[src/chained_xor_image_decoder_top_assert.svh]
// Assertion macros used by the decoder core.
`ifndef CHAINED_XOR_IMAGE_DECODER_TOP_ASSERT_SVH
`define CHAINED_XOR_IMAGE_DECODER_TOP_ASSERT_SVH

// Same-cycle implication, disabled while reset is high.
`define CXID_ASSERT_NOW(label, clk, rst, ante, cons) \
   label: assert property (@(posedge clk) disable iff (rst) (ante) |-> (cons)) \
      else $error("cxid assertion failed");

// Next-cycle implication, disabled while reset is high.
`define CXID_ASSERT_NEXT(label, clk, rst, ante, cons) \
   label: assert property (@(posedge clk) disable iff (rst) (ante) |=> (cons)) \
      else $error("cxid assertion failed");

`endif

[src/cxid_pkg.sv]
package cxid_pkg;

   // Image layout
   localparam int POS_W        = 8;
   localparam int SIG_BYTES    = 4;
   localparam int HEADER_BYTES = 8;

   // Keys and reset values
   localparam logic [15:0] HEADER_KEY      = 16'h4741;
   localparam logic [31:0] SIGNATURE_RESET = 32'h2D47_2D47;

   // Status codes
   localparam logic [1:0] STATUS_OK      = 2'd0;
   localparam logic [1:0] STATUS_SIG_BAD = 2'd1;
   localparam logic [1:0] STATUS_SUM_BAD = 2'd2;

   // One result item
   typedef struct packed {
      logic [7:0] out_byte;
      logic       data_valid;
      logic       image_done;
      logic [1:0] status;
   } rsp_item_type;

endpackage

[src/cxid_channels.sv]
// Request channel: one raw image byte per request.
interface cxid_req_if;
   logic       valid;
   logic       ready;
   logic [7:0] in_byte;
   logic       image_start;

   modport source (output valid, in_byte, image_start, input ready);
   modport sink   (input valid, in_byte, image_start, output ready);
endinterface

// Response channel: decoded byte and image status.
interface cxid_rsp_if;
   logic       valid;
   logic       ready;
   logic [7:0] out_byte;
   logic       data_valid;
   logic       image_done;
   logic [1:0] status;

   modport source (output valid, out_byte, data_valid, image_done, status, input ready);
   modport sink   (input valid, out_byte, data_valid, image_done, status, output ready);
endinterface

[src/cxid_core.sv]
`include "chained_xor_image_decoder_top_assert.svh"

module cxid_core
   import cxid_pkg::*;
#(
   parameter int DATA_BYTES = 184
) (
   input  logic               clock,
   input  logic               reset,
   input  logic               accept,
   input  logic [7:0]         in_byte,
   input  logic               image_start,
   input  logic               csr_wr_en,
   input  logic [31:0]        csr_wr_data,
   output logic               res_valid,
   output rsp_item_type       res_item
);

   localparam logic [POS_W-1:0] LAST_POS  = POS_W'(DATA_BYTES + HEADER_BYTES - 1);
   localparam logic [1:0]       DATA_LOW2 = 2'(DATA_BYTES % 4);

   logic [31:0]      sig_word_ff;
   logic [POS_W-1:0] pos_ff, pos_in;
   logic             sig_good_ff, sig_good_in;
   logic             swallow_ff, swallow_in;
   logic [31:0]      stored_sum_ff, stored_sum_in;
   logic [15:0]      chain_key_ff, chain_key_in;
   logic [7:0]       held_low_ff, held_low_in;
   logic [31:0]      run_sum_ff, run_sum_in;

   // State as seen by this request, after an optional image restart
   logic [POS_W-1:0] eff_pos;
   logic             eff_good;
   logic             eff_swallow;
   logic [31:0]      eff_stored;
   logic [15:0]      eff_key;
   logic [7:0]       eff_held;
   logic [31:0]      eff_sum;

   logic [15:0] halfword;
   logic [15:0] hdr_dec;
   logic [31:0] new_stored;
   logic [7:0]  data_dec;
   logic [1:0]  shift_sel;
   logic [31:0] sum_add;

   // Restart view
   always_comb begin
      if (image_start) begin
         eff_pos     = '0;
         eff_good    = 1'b1;
         eff_swallow = 1'b0;
         eff_stored  = '0;
         eff_key     = HEADER_KEY;
         eff_held    = '0;
         eff_sum     = '0;
      end else begin
         eff_pos     = pos_ff;
         eff_good    = sig_good_ff;
         eff_swallow = swallow_ff;
         eff_stored  = stored_sum_ff;
         eff_key     = chain_key_ff;
         eff_held    = held_low_ff;
         eff_sum     = run_sum_ff;
      end
   end

   // Per-byte decode and next state
   always_comb begin
      pos_in        = eff_pos;
      sig_good_in   = eff_good;
      swallow_in    = eff_swallow;
      stored_sum_in = eff_stored;
      chain_key_in  = eff_key;
      held_low_in   = eff_held;
      run_sum_in    = eff_sum;
      res_valid     = 1'b0;
      res_item      = '0;
      halfword      = {in_byte, eff_held};
      hdr_dec       = halfword ^ eff_key;
      new_stored    = eff_stored;
      data_dec      = eff_pos[0] ? (in_byte ^ eff_key[15:8]) : (in_byte ^ eff_key[7:0]);
      shift_sel     = DATA_LOW2 - eff_pos[1:0];
      sum_add       = eff_sum + ({24'b0, data_dec} << {shift_sel, 3'b000});

      if (!eff_swallow) begin
         pos_in = eff_pos + 1'b1;
         if (eff_pos < POS_W'(SIG_BYTES)) begin
            // signature bytes
            sig_good_in = eff_good && (in_byte == sig_word_ff[{eff_pos[1:0], 3'b000} +: 8]);
            if (eff_pos == POS_W'(SIG_BYTES - 1) && !sig_good_in) begin
               swallow_in          = 1'b1;
               res_valid           = 1'b1;
               res_item.image_done = 1'b1;
               res_item.status     = STATUS_SIG_BAD;
            end
         end else if (eff_pos < POS_W'(HEADER_BYTES)) begin
            // checksum halfwords
            if (!eff_pos[0]) begin
               held_low_in = in_byte;
            end else begin
               if (eff_pos[1]) begin
                  new_stored = {hdr_dec, eff_stored[15:0]};
               end else begin
                  new_stored = {eff_stored[31:16], hdr_dec};
               end
               stored_sum_in = new_stored;
               if (eff_pos[1]) begin
                  chain_key_in = (new_stored[15:0] ^ new_stored[23:8] ^ new_stored[31:16])
                                 ^ HEADER_KEY;
               end else begin
                  chain_key_in = halfword;
               end
            end
         end else begin
            // data bytes
            if (!eff_pos[0]) begin
               held_low_in = in_byte;
            end else begin
               chain_key_in = halfword;
            end
            run_sum_in          = sum_add;
            res_valid           = 1'b1;
            res_item.out_byte   = data_dec;
            res_item.data_valid = 1'b1;
            if (eff_pos == LAST_POS) begin
               swallow_in          = 1'b1;
               res_item.image_done = 1'b1;
               res_item.status     = (sum_add == eff_stored) ? STATUS_OK : STATUS_SUM_BAD;
            end
         end
      end
   end

   // Signature register
   always_ff @(posedge clock) begin
      if (reset) begin
         sig_word_ff <= SIGNATURE_RESET;
      end else if (csr_wr_en) begin
         sig_word_ff <= csr_wr_data;
      end
   end

   // Image state
   always_ff @(posedge clock) begin
      if (reset) begin
         pos_ff        <= '0;
         sig_good_ff   <= 1'b1;
         swallow_ff    <= 1'b0;
         stored_sum_ff <= '0;
         chain_key_ff  <= HEADER_KEY;
         held_low_ff   <= '0;
         run_sum_ff    <= '0;
      end else if (accept) begin
         pos_ff        <= pos_in;
         sig_good_ff   <= sig_good_in;
         swallow_ff    <= swallow_in;
         stored_sum_ff <= stored_sum_in;
         chain_key_ff  <= chain_key_in;
         held_low_ff   <= held_low_in;
         run_sum_ff    <= run_sum_in;
      end
   end

   `CXID_ASSERT_NOW(a_swallow_quiet, clock, reset, accept && swallow_ff && !image_start, !res_valid)
   `CXID_ASSERT_NEXT(a_done_swallows, clock, reset, accept && res_valid && res_item.image_done, swallow_ff)
   `CXID_ASSERT_NEXT(a_pos_steps, clock, reset, accept && !swallow_ff && !image_start, pos_ff == POS_W'($past(pos_ff) + 1'b1))
   `CXID_ASSERT_NOW(a_data_after_hdr, clock, reset, accept && res_valid && res_item.data_valid, eff_pos >= POS_W'(HEADER_BYTES))

endmodule

[src/cxid_out_stage.sv]
module cxid_out_stage
   import cxid_pkg::*;
(
   input  logic         clock,
   input  logic         reset,
   input  logic         load,
   input  rsp_item_type item,
   output logic         in_ready,
   cxid_rsp_if.source   rsp
);

   logic         valid_ff, valid_in;
   rsp_item_type item_ff;

   // Room when empty or when the held response leaves this cycle
   assign in_ready = !valid_ff || rsp.ready;
   assign valid_in = load || (valid_ff && !rsp.ready);

   always_ff @(posedge clock) begin
      if (reset) begin
         valid_ff <= 1'b0;
      end else begin
         valid_ff <= valid_in;
      end
   end

   always_ff @(posedge clock) begin
      if (load) begin
         item_ff <= item;
      end
   end

   assign rsp.valid      = valid_ff;
   assign rsp.out_byte   = item_ff.out_byte;
   assign rsp.data_valid = item_ff.data_valid;
   assign rsp.image_done = item_ff.image_done;
   assign rsp.status     = item_ff.status;

endmodule

[src/chained_xor_image_decoder_top.sv]
// Chained-XOR image decoder. Takes one encoded image byte per request: four
// signature bytes (checked against csr_wr_data's last written value, or
// SIGNATURE_RESET after reset, little endian), four checksum bytes, then
// DATA_BYTES data bytes, each decoded and returned in its own response together
// with a final status on the last one. A request with image_start high begins
// a new image; after reset the first byte is byte 0. A signature mismatch gives
// one status-only response at byte 3 and the rest of the image produces none.
// A request is accepted in every cycle the single response register is empty
// or being drained, and its response appears on the next cycle. Throughput is
// one byte per clock while the response register is not held full by a stalled
// response, since each request needs one pass through the decode logic.
module chained_xor_image_decoder_top
   import cxid_pkg::*;
#(
   parameter int DATA_BYTES = 184
) (
   input  logic        clock,
   input  logic        reset,
   cxid_req_if.sink    req_bus,
   cxid_rsp_if.source  rsp_bus,
   input  logic        csr_wr_en,
   input  logic [31:0] csr_wr_data
);

   logic         accept;
   logic         stage_ready;
   logic         res_valid;
   rsp_item_type res_item;

   assign req_bus.ready = stage_ready;
   assign accept        = req_bus.valid && stage_ready;

   cxid_core #(
      .DATA_BYTES (DATA_BYTES)
   ) u_core (
      .clock       (clock),
      .reset       (reset),
      .accept      (accept),
      .in_byte     (req_bus.in_byte),
      .image_start (req_bus.image_start),
      .csr_wr_en   (csr_wr_en),
      .csr_wr_data (csr_wr_data),
      .res_valid   (res_valid),
      .res_item    (res_item)
   );

   cxid_out_stage u_out (
      .clock    (clock),
      .reset    (reset),
      .load     (accept && res_valid),
      .item     (res_item),
      .in_ready (stage_ready),
      .rsp      (rsp_bus)
   );

endmodule
[src/flat_wrapper.sv]
// flat-port wrapper written by rule: the top's interface ports become plain ports
module chained_xor_image_decoder_top_flat import cxid_pkg::*;
#(
   parameter int DATA_BYTES = 184
)
  (clock, reset, csr_wr_en, csr_wr_data, req_bus_valid, req_bus_in_byte, req_bus_image_start, req_bus_ready, rsp_bus_valid, rsp_bus_out_byte, rsp_bus_data_valid, rsp_bus_image_done, rsp_bus_status, rsp_bus_ready);
  cxid_req_if req_bus_i ();
  cxid_rsp_if rsp_bus_i ();
  input  logic clock;
  input  logic reset;
  input  logic csr_wr_en;
  input  logic [31:0] csr_wr_data;
  input wire logic [$bits(req_bus_i.valid)-1:0] req_bus_valid;
  input wire logic [$bits(req_bus_i.in_byte)-1:0] req_bus_in_byte;
  input wire logic [$bits(req_bus_i.image_start)-1:0] req_bus_image_start;
  output wire logic [$bits(req_bus_i.ready)-1:0] req_bus_ready;
  output wire logic [$bits(rsp_bus_i.valid)-1:0] rsp_bus_valid;
  output wire logic [$bits(rsp_bus_i.out_byte)-1:0] rsp_bus_out_byte;
  output wire logic [$bits(rsp_bus_i.data_valid)-1:0] rsp_bus_data_valid;
  output wire logic [$bits(rsp_bus_i.image_done)-1:0] rsp_bus_image_done;
  output wire logic [$bits(rsp_bus_i.status)-1:0] rsp_bus_status;
  input wire logic [$bits(rsp_bus_i.ready)-1:0] rsp_bus_ready;
  assign req_bus_i.valid = req_bus_valid;
  assign req_bus_i.in_byte = req_bus_in_byte;
  assign req_bus_i.image_start = req_bus_image_start;
  assign req_bus_ready = req_bus_i.ready;
  assign rsp_bus_valid = rsp_bus_i.valid;
  assign rsp_bus_out_byte = rsp_bus_i.out_byte;
  assign rsp_bus_data_valid = rsp_bus_i.data_valid;
  assign rsp_bus_image_done = rsp_bus_i.image_done;
  assign rsp_bus_status = rsp_bus_i.status;
  assign rsp_bus_i.ready = rsp_bus_ready;
  chained_xor_image_decoder_top #(.DATA_BYTES(DATA_BYTES)) u_core (.clock(clock), .reset(reset), .req_bus(req_bus_i), .rsp_bus(rsp_bus_i), .csr_wr_en(csr_wr_en), .csr_wr_data(csr_wr_data));
endmodule
[config.mk]
export PLATFORM = sky130hd
export DESIGN_NAME = chained_xor_image_decoder_top_flat
export DESIGN_NICKNAME = d
export VERILOG_FILES = /design/src/cxid_pkg.sv /design/src/cxid_channels.sv /design/src/cxid_core.sv /design/src/cxid_out_stage.sv /design/src/chained_xor_image_decoder_top.sv /design/src/flat_wrapper.sv
export VERILOG_INCLUDE_DIRS = /design/src /design/src/src
export SDC_FILE = /design/constraint.sdc
export NUM_CORES = 1
export LEC_CHECK = 0
export BUFFER_PORTS_ARGS = -buffer_cell sky130_fd_sc_hd__buf_2
export CORE_MARGIN = 2
export CORE_UTILIZATION = 25
export DETAILED_ROUTE_END_ITERATION = 7
export GPL_TIMING_DRIVEN = 0
export PLACE_DENSITY_LB_ADDON = 0.3
export REMOVE_ABC_BUFFERS = 1
export SYNTH_ARGS = -nofsm -noshare
export SYNTH_HDL_FRONTEND = slang
export SYNTH_HIERARCHICAL = 1
export SYNTH_SLANG_ARGS = --single-unit
[constraint.sdc]
create_clock -name clock -period 13.5 [get_ports clock]
set_clock_uncertainty 0.2 [all_clocks]
set_input_delay 0.675 -clock clock [delete_from_list [all_inputs] [get_ports clock]]
set_output_delay 0.675 -clock clock [all_outputs]
set_load 0.03 [all_outputs]
-- Word level (Yosys, flattened, before mapping)
Index checks and enable logic that the tools add are counted.
- flip-flop bits (word level): 143
- bits in latches: 0
- memory bits (writable): 0
- memory bits (read-only): 0
- input bits: 46
- output and inout port bits: 14
- word-level logic and storage cells: 87
- memories: 0
- add/subtract/negate cells: 3
- $mul: 0
- divide/modulo/power cells: 0
- $lt $le $gt $ge: 2
- eq/ne operators: 4
- shift operators: 2
- mux-type cells: 45
- bitwise operators: 6
- reduce and logical (&&, ||, !) cells: 12
- operators by type and width (operator ; count):
    32-bit 2-to-1 mux ; 14
    16-bit 2-to-1 mux ; 7
    8-bit 2-to-1 mux ; 7
    16-bit bitwise XOR ; 3
    32-bit adder ; 1
    32-bit equality test ; 1
    32-bit by 6-bit indexed part select with 8-bit output ; 1
    8-bit by 5-bit << shifter with 32-bit output ; 1
    8-bit bitwise XOR ; 2
    1-bit 2-to-1 mux ; 12
    3-bit 2-to-1 mux ; 3
    8-bit by 1-bit adder with 8-bit output (second input constant) ; 1
    8-bit by 2-bit equality test with 1-bit output (second input constant) ; 1
    8-bit equality test ; 1
    8-bit equality test (second input constant) ; 1
    8-bit by 3-bit less-than comparator with 1-bit output (second input constant) ; 1
    8-bit by 4-bit less-than comparator with 1-bit output (second input constant) ; 1
    6-bit inverter ; 1
    1-bit logical AND ; 5
    4-bit 2-to-1 mux ; 1
    1-bit zero test ; 3
    3-bit OR reduction ; 1
    1-bit logical OR ; 2
    2-bit 2-to-1 mux ; 1
    2 further kinds ; 2

-- Longest topological paths before layout
Gate-level depths: netlist of run 1.
- word-level depth: 15
- depth in mapped cells: 21
- gate-level depth less buffers: 17

-- Modules after synthesis
Netlist of run 1, hierarchy kept.
- modules (own cells, without submodules) (module ; times used ; cells each ; area each (µm²) ; seq. area each (µm²)):
    cxid_core ; 1 ; 1338 ; 9894.5 ; 2602.5
    cxid_out_stage ; 1 ; 16 ; 406.6 ; 380.4
    chained_xor_image_decoder_top ; 1 ; 2 ; 12.5 ; 0.0

-- Worst setup path before layout of run 1
No wires, ideal clock.
- kind: input to register
- from: input port req_bus_image_start
- to: register u_core.u_out.item_ff (netlist bit u_core/u_out/rsp.status[1]) (data pin)
- data arrival time: 5.195 ns
- data required time: 13.025 ns
- slack: 7.831 ns
- cell stages on the path: 21
- buffers on the path: 6
- cell sequence: clkbuf_1 -> clkbuf_1 -> buf_1 -> clkbuf_1 -> clkbuf_1 -> clkbuf_1 -> a21oi_1 -> o21ai_0 -> ha_1 -> inv_1 -> fa_1 -> nor2b_1 -> o31a_1 -> o211ai_2 -> a311oi_1 -> nor2_1 -> xnor2_1 -> or4_1 -> and3b_1 -> a211oi_2 -> a41oi_2
- word-level cells in the longest chain between the ends: 10
- RTL lines (item ; line ; source):
    start, declared ; flat_wrapper.sv:15 ; input wire logic [$bits(req_bus_i.image_start)-1:0] req_bus_image_start;
    parallel branches: the longest is 10 deep, another holds 32-bit adder ; - ;
    end signal, assigned ; cxid_out_stage.sv:29 ; item_ff <= item;
    end, declared ; cxid_out_stage.sv:13 ; rsp_item_type item_ff;
Several ways; the timed one is not identified.
A chain may end at the register's enable or synchronous reset.

-- Worst setup path after layout of run 1
Same ends and word-level chain as after synthesis.

==> results.md, run 1 <==
- CTS Buf Count: 17
- Initial core utilization: 0.253
- Cell Rows: 74
- Post-Synthesis Cells: 1356
- Io pins: 60
- Layout Cells excl Fill: between 1500 and 2000
- EDFF count, synth: 12
- Setup TNS: 0 ns
- Max cap viols: 0
- Max-slew violations: 0
- Worst Tran Pin Value: 1.26 ns
- Peak fanout along the critical path: 71
- DP Wirelength: roughly 24 mm
- Total GRT Usage: 0.152
- Seq/Total Area, Yosys: 0.289
- DIE AREA: 0.0429 mm2
- WL final: 33.0 mm
- Clock tree from TritonCTS: yes
- TritonRoute pass-1 iters: 5
- Initial antenna violation count: 0
- Final worst-path cycle share: 0.444
- Endpoints failing setup: 0
- Yosys cell types: 87
- Slowest cell delay on critical path: 0.81 ns
- CTS Hold Bufs: 0
- Arrival time at the worst endpoint: around 6.0 ns
- Post-CTS Setup Inserts: 0
- Worst-path clk slew: 0.09 ns
- DRC Markers: 0
- Yosys warnings: 6
- Psw: 326 uW
- Kind of critical path: in -> reg
- Port bufs: 59
- Outcome: finished, final reports clean
- Average wire per standard cell: 17.6 um
- Synthesized area per cell: 7.61 um2
- Clk buf depth: 2
- Sw Share: 0.309
- Final Hold Violating Endpoints: 0
- Path type of the worst min-delay path: in -> reg
- Width of the die: 207 um
- Relative slew slack: 0.160
- Critical Path RT: approximately 13 ns
- Critical Path Source Type: input port
- Area Growth Syn to Fin: 12.4%
- Hold_ws: around 0.23 ns
- Tmin final: 5.99 ns
- Antenna diodes: 0
- Slowest CP cell: nor2b_1
- Max IR drop VDD: 0.0000765 V
- Antenna viol nets, final: 0
- H-tree depth: 4
- Sink Count: 143
- CP Cell Sequence: buf_4 -> buf_16 -> nor2b_1 -> nand2_1 -> nor2_1 -> ha_1 -> a21oi_1 -> o21ai_1 -> a21boi_0 -> o22a_1 -> nand2_1 -> o311ai_1 -> nor4b_1 -> o2bb2ai_1 -> nor4_2 -> a41oi_2
- Syn Std Cell Area: 0.0103 mm2
- Internal power: 728 uW
- Final net count: 1412
- Leak: 4.19 nW
- FILL cells: 4449
- PD cells: roughly 91 mW/mm2
- Clk network pwr share: 0.469
- Resized Gates After CTS: 0
- Core Area: 0.0407 mm2
- Largest net degree at the start of global routing: 109
- Via density: 5.17
- Placer congestion estimate: ~0.83
- Async set-reset flop share out of synthesis: 0
- Sequential power share: 0.418
- Root Buffer: clkbuf_16
- Comb power frac: 0.113
- Yosys reg bits: 143
- CP endpoint kind: flop
- RSZ-0062 raised after global routing: false
- DRT iter0 DRCs: about 800
- Skew-Pair Late Insertion Delay: 0.45 ns
- Top_reg_cell synth: dfxtp_1
- Vias in the first global route: 9147
- First-pass GRT wire length: around 52 mm
- Post-Place Cells: 1847
- FMAX: 167 MHz
- CP dominant cell by count: nand2_1
- Grt ovf: 0
- Vias: 9706
- Die Height: ~210 um
- Share of cells above drive strength 1: 0.0980
==> power by group through the flow <==
stage               Combinational (mW)  Sequential [mW]  Clock, mW
finish                           0.119            0.440      0.495
floorplan                       0.0653            0.449          0
global route                     0.130            0.441      0.521
global placement                 0.113            0.451          0
CTS                              0.118            0.440      0.504
detailed placement               0.118            0.450          0
==> placed cells by master, fill, tap and decap left out, types with 11 or more instances in the layout <==
cell type  netlist  layout
a211o_1         20      20
a211oi_1        20      20
a21o_1          16      16
a21oi_1         93      93
a22oi_1         54      54
a31oi_1         14      14
buf_2           11      57
clkbuf_16        0      17
dfxtp_1        131     129
edfxtp_1        12      12
ha_1            31      31
inv_1           23      23
mux2i_1         29      29
nand2_1         91      90
nand2b_1        11      11
nand3_1         17      17
nand4_1         11      11
nor2_1         252     251
nor2b_1         63      62
nor3_1          29      29
o21ai_0         76      75
xnor2_1         76      76
xor2_1          28      28
==> per-layer routing <==
layer | up-vias | part of all wire | track usage
met5 | - | 0 | 0
met4 | 0 | 0.028 | 0.0586
met1 | 4682 | 0.47 | 0.207
met3 | 46 | 0.046 | 0.0224
li1 | 4743 | - | -
met2 | 235 | 0.45 | 0.242
==> logic make-up (layout without fill, tap and decap cells) <==
| group | Yosys count | after routing | share of synthesized area |
|---|---|---|---|
| multiplexers | 32 | 32 | 0.0314 |
| XOR/XNOR | 110 | 110 | 0.102 |
| buffers and inverters | 129 | 120 | 0.0490 |
| AO/OA/AOI/OAI | 376 | 376 | 0.245 |
| flip-flops | 143 | 143 | 0.289 |
| AND/OR/NAND/NOR | 534 | 534 | 0.244 |
| adder cells (fa/ha/maj) | 32 | 32 | 0.0395 |
==> critical path, delay by kind of cell <==
family / cells / cell delay, ns
and+or+nand+nor: 6 / 2.45
adders and majority gates: 1 / 0.35
AOI/OAI and AO/OA: 7 / 1.85
buffers and inverters: 2 / 0.53
==> flip-flops by register name, indices dropped and copies added (netlist names) <==
| name | count |
|---|---|
| u_core/u_core/run_sum_ff | 32 |
| u_core/u_core/sig_word_ff | 32 |
| u_core/u_out/rsp.out_byte | 8 |
| u_core/u_core/swallow_ff | 1 |
| u_core/u_core/held_low_ff | 8 |
| u_core/u_out/rsp.image_done | 1 |
| u_core/u_core/chain_key_ff | 16 |
| u_core/u_out/rsp.data_valid | 1 |
| u_core/u_core/pos_ff | 8 |
| u_core/u_out/rsp.valid | 1 |
| u_core/u_core/sig_good_ff | 1 |
| u_core/u_core/stored_sum_ff | 32 |
| u_core/u_out/rsp.status | 2 |
==> Yosys cell counts, types with 11 or more instances <==
library cell  count  area (um2)
nor2_1          252         946
dfxtp_1         131        2620
a21oi_1          93         465
nand2_1          91         342
clkbuf_1         80         300
o21ai_0          76         380
xnor2_1          76         666
nor2b_1          63         394
a22oi_1          54         405
ha_1             31         388
mux2i_1          29         290
nor3_1           29         145
xor2_1           28         245
inv_1            23        86.3
a211o_1          20         175
a211oi_1         20         150
nand3_1          17        85.1
a21o_1           16         120
a31oi_1          14        87.6
buf_1            13        48.8
edfxtp_1         12         360
buf_2            11        55.1
nand2b_1         11        68.8
nand4_1          11        68.8
==> metrics by stage <==
stage / power, mW / instance area, um2 / worst slack, ns / utilization
detailed placement: 0.568 / 11000 / 7.11 / 0.270
finish: 1.05 / 11600 / 7.51 / 0.285
CTS: 1.06 / 11600 / 7.38 / 0.285
global route: 1.09 / 11600 / 7.11 / 0.285
global placement: 0.564 / 10900 / 6.27 / 0.267
floorplan: 0.514 / 9900 / 8.72 / -
==> path summary, 6_finish.rpt <==
| check | slack (ns) | to | startpoint | cells past startpoint |
|---|---|---|---|---|
| max | 7.51 | u_core/u_out/rsp.status[1]$_DFFE_PP_ | req_bus_image_start | 16 |
| min | 0.23 | u_core/u_core/sig_word_ff[18]$_SDFFE_PP1P_ | csr_wr_data[18] | 2 |
| max reg2reg | 7.80 | u_core/u_out/rsp.status[1]$_DFFE_PP_ | u_core/u_core/pos_ff[1]$_SDFFE_PP0P_ | 14 |
| min reg2reg | 0.28 | u_core/u_core/run_sum_ff[8]$_SDFFE_PP0P_ | u_core/u_core/run_sum_ff[8]$_SDFFE_PP0P_ | 2 |
==> layout make-up <==
| type | instances | area [um2] | area share |
|---|---|---|---|
| Clock buffer | 17 | 425 | 0.0367 |
| Clock inverter | 15 | 185 | 0.0160 |
| Inverter | 24 | 90.1 | 0.00777 |
| Multi-Input combinational cell | 1084 | 6840 | 0.589 |
| Sequential cell | 143 | 2990 | 0.257 |
| Tap cell | 532 | 666 | 0.0574 |
| Timing Repair Buffer | 64 | 409 | 0.0353 |
No activity file was read; power rests on OpenSTA's default activity.
==> run 2: changes to the inputs <==
==> constraint.sdc (replaced) <==
create_clock -name clock -period 5.86 [get_ports clock]
set_clock_uncertainty 0.2 [all_clocks]
set_input_delay 0.293 -clock clock [delete_from_list [all_inputs] [get_ports clock]]
set_output_delay 0.293 -clock clock [all_outputs]
set_load 0.03 [all_outputs]
==> run 2 against run 1 <==
  * Sequential power up 130%
  * Critical path depth grew 1
  * Worst hold slack worse by 0.075 ns
  * Utilization increased by 0.88 points
  * Cell count rose by 1.9%
  * Routed wire length up 0.62%
  * Die area did not move
  * Largest cell class unchanged
  * Highest routed layer unchanged
==> results.md, run 2 (same netlist as run 1, synthesis figures left out) <==
- Final worst-path cycle share: 0.933
- Sink Count: 143 (unchanged)
- Root Buffer: clkbuf_16 (unchanged)
- Core Area: 0.0407 mm2 (unchanged)
- Leak: 4.34 nW (was 4.19 nW)
- CTS Buf Count: 17 (unchanged)
- DP Wirelength: 23.5 mm (unchanged)
- Io pins: 60 (unchanged)
- PD cells: 204 mW/mm2 (was 90.8 mW/mm2)
- Critical Path Source Type: flop (was input port)
- WL final: 33.2 mm (was 33.0 mm)
- Tmin final: 5.47 ns
- Kind of critical path: reg -> reg (was in -> reg)
- Final Hold Violating Endpoints: 0 (unchanged)
- DRC Markers: 0 (unchanged)
- Area Growth Syn to Fin: 15.9% (was 12.4%)
- RSZ-0062 raised after global routing: false (unchanged)
- Antenna viol nets, final: 0 (unchanged)
- TritonRoute pass-1 iters: 5 (unchanged)
- Final WS setup: 0.393 ns (was 7.51 ns)
- Vias in the first global route: 9246 (was 9147)
- Worst slack, placed: -0.163 ns (was 7.11 ns)
- Placer congestion estimate: 0.826 (unchanged)
- DRT iter0 DRCs: 802 (was 808)
- Commonest non-fill, non-tap cell in the layout: nor2_1 (unchanged)
- DIE AREA: 0.0429 mm2 (unchanged)
- Max cap viols: 0 (unchanged)
- Design Area, Final: 0.0120 mm2 (was 0.0116 mm2)
- Relative slew slack: 0.151 (was 0.160)
- Hold depth: 3 (was 2)
- Hold_ws: 0.155 ns (was 0.229 ns)
- Port bufs: 59 (unchanged)
- Max-slew violations: 0 (unchanged)
- Worst Tran Pin Value: 1.27 ns (was 1.26 ns)
- Skew-Pair Late Insertion Delay: 0.45 ns (about the same)
- Width of the die: 207 um (unchanged)
- Antenna diodes: 0 (unchanged)
- Cell Rows: 74 (unchanged)
- Initial antenna violation count: 0 (unchanged)
- Average wire per standard cell: 17.4 um (was 17.6 um)
- CP endpoint kind: flop (unchanged)
- Cell area after placement: 0.0110 mm2 (unchanged)
- Outcome: finished, final reports clean (unchanged)
- Initial core utilization: 0.253 (unchanged)
- Total GRT Usage: 0.153 (was 0.152)
- Largest regs: u_core/u_core/run_sum_ff: 32 flops, u_core/u_core/sig_word_ff: 32 flops, u_core/u_core/stored_sum_ff: 32 flops (unchanged)
- Worst-path clk slew: 0.09 ns (about the same)
- Grt ovf: 0 (unchanged)
- Commonest non-fill, non-tap cells in the layout: 250 x nor2_1, 129 x dfxtp_1, 93 x a21oi_1 (was 251 x nor2_1, 129 x dfxtp_1, 93 x a21oi_1)
- Max IR drop VDD: 0.000175 V (was 0.0000765 V)
- H-tree depth: 4 (unchanged)
- Endpoints failing setup: 0 (unchanged)
- Largest net degree at the start of global routing: 109 (unchanged)
- Arrival time at the worst endpoint: 5.43 ns (was 5.95 ns)
- Clk buf depth: 2 (unchanged)
- FMAX: 183 MHz
- Final net count: 1447 (was 1412)
- Path type of the worst min-delay path: in -> reg (unchanged)
- Die Height: 207 um (unchanged)
- First-pass GRT wire length: 52.1 mm (was 51.9 mm)
- Share of cells above drive strength 1: 0.0970 (was 0.0980)
- Peak fanout along the critical path: 36 (was 71)
- Vias: 9868 (was 9706)
- FF-to-FF path depth: 17 (was 14)
- Critical Path RT: 5.82 ns (was 13.46 ns)
- Via density: 5.16 (was 5.17)
- Clock tree from TritonCTS: yes (unchanged)
-- run 2: cell type report --
type | count | area (um2)
tap | 532 | 666
clock inverter | 15 | 185
timing repair buffer | 99 | 759
clock buffer | 17 | 425
fill | 4401 | 28800
sequential | 143 | 2990
inverter | 24 | 90.1
multi-input combinational | 1084 | 6850
-- run 2: path summary, 6_finish.rpt --
check                                                 from                                         to  slack (ns)
setup reg to reg      u_core/u_core/pos_ff[0]$_SDFFE_PP0P_       u_core/u_out/rsp.status[1]$_DFFE_PP_        0.39
hold / removal                          req_bus_in_byte[1]  u_core/u_core/held_low_ff[1]$_SDFFE_PP0P_        0.15
setup / recovery      u_core/u_core/pos_ff[0]$_SDFFE_PP0P_       u_core/u_out/rsp.status[1]$_DFFE_PP_        0.39
hold reg to reg   u_core/u_core/run_sum_ff[8]$_SDFFE_PP0P_   u_core/u_core/run_sum_ff[8]$_SDFFE_PP0P_        0.28
-- run 2: critical path: stages, from the launching register on --
cell      delay [ns]
dfxtp_2         0.60
or2_2           0.51
nor2_2          0.29
nand3b_1        0.12
o21ai_0         0.17
ha_1            0.28
inv_1           0.07
fa_1            0.40
nor2b_1         0.24
o31a_1          0.25
o211ai_2        0.15
a311oi_1        0.50
nor2_1          0.11
xnor2_1         0.20
or4_1           0.51
and3b_1         0.20
a211oi_2        0.23
a41oi_2         0.14
-- run 2: routing by layer --
metal  routed length (um)  up-vias  track usage  share of wire
met5                    0        -            0              0
met4                  911        0       0.0586          0.027
met3                 1490       43       0.0212          0.045
met2                15200      227        0.245           0.46
met1                15700     4790        0.206           0.47
li1                     -     4808            -              -
-- run 2: what timing repair did --
item,CTS,global route
hold endpoints to repair,54,0
hold buffers,35,0
setup endpoints to repair,1,1
buffers inserted,0,0
resized for setup,1,3
-- run 2: stage by stage --
stage | total power [mW] | TNS [ns] | instances | util
detailed placement | 1.31 | -0.163 | 1847 | 0.270
CTS | 2.47 | 0 | 1914 | 0.293
floorplan | 1.18 | 0 | 1251 | -
global placement | 1.30 | -20.39 | 1842 | 0.267
finish | 2.44 | 0 | 1914 | 0.294
global route | 2.54 | 0 | 1914 | 0.294
-- run 2: power breakdown --
group	switching [mW]	internal, mW	leakage, nW	total, mW
registers	0.0158	0.999	1.15	1.01
logic	0.180	0.113	2.90	0.293
clock network	0.557	0.580	0.293	1.14
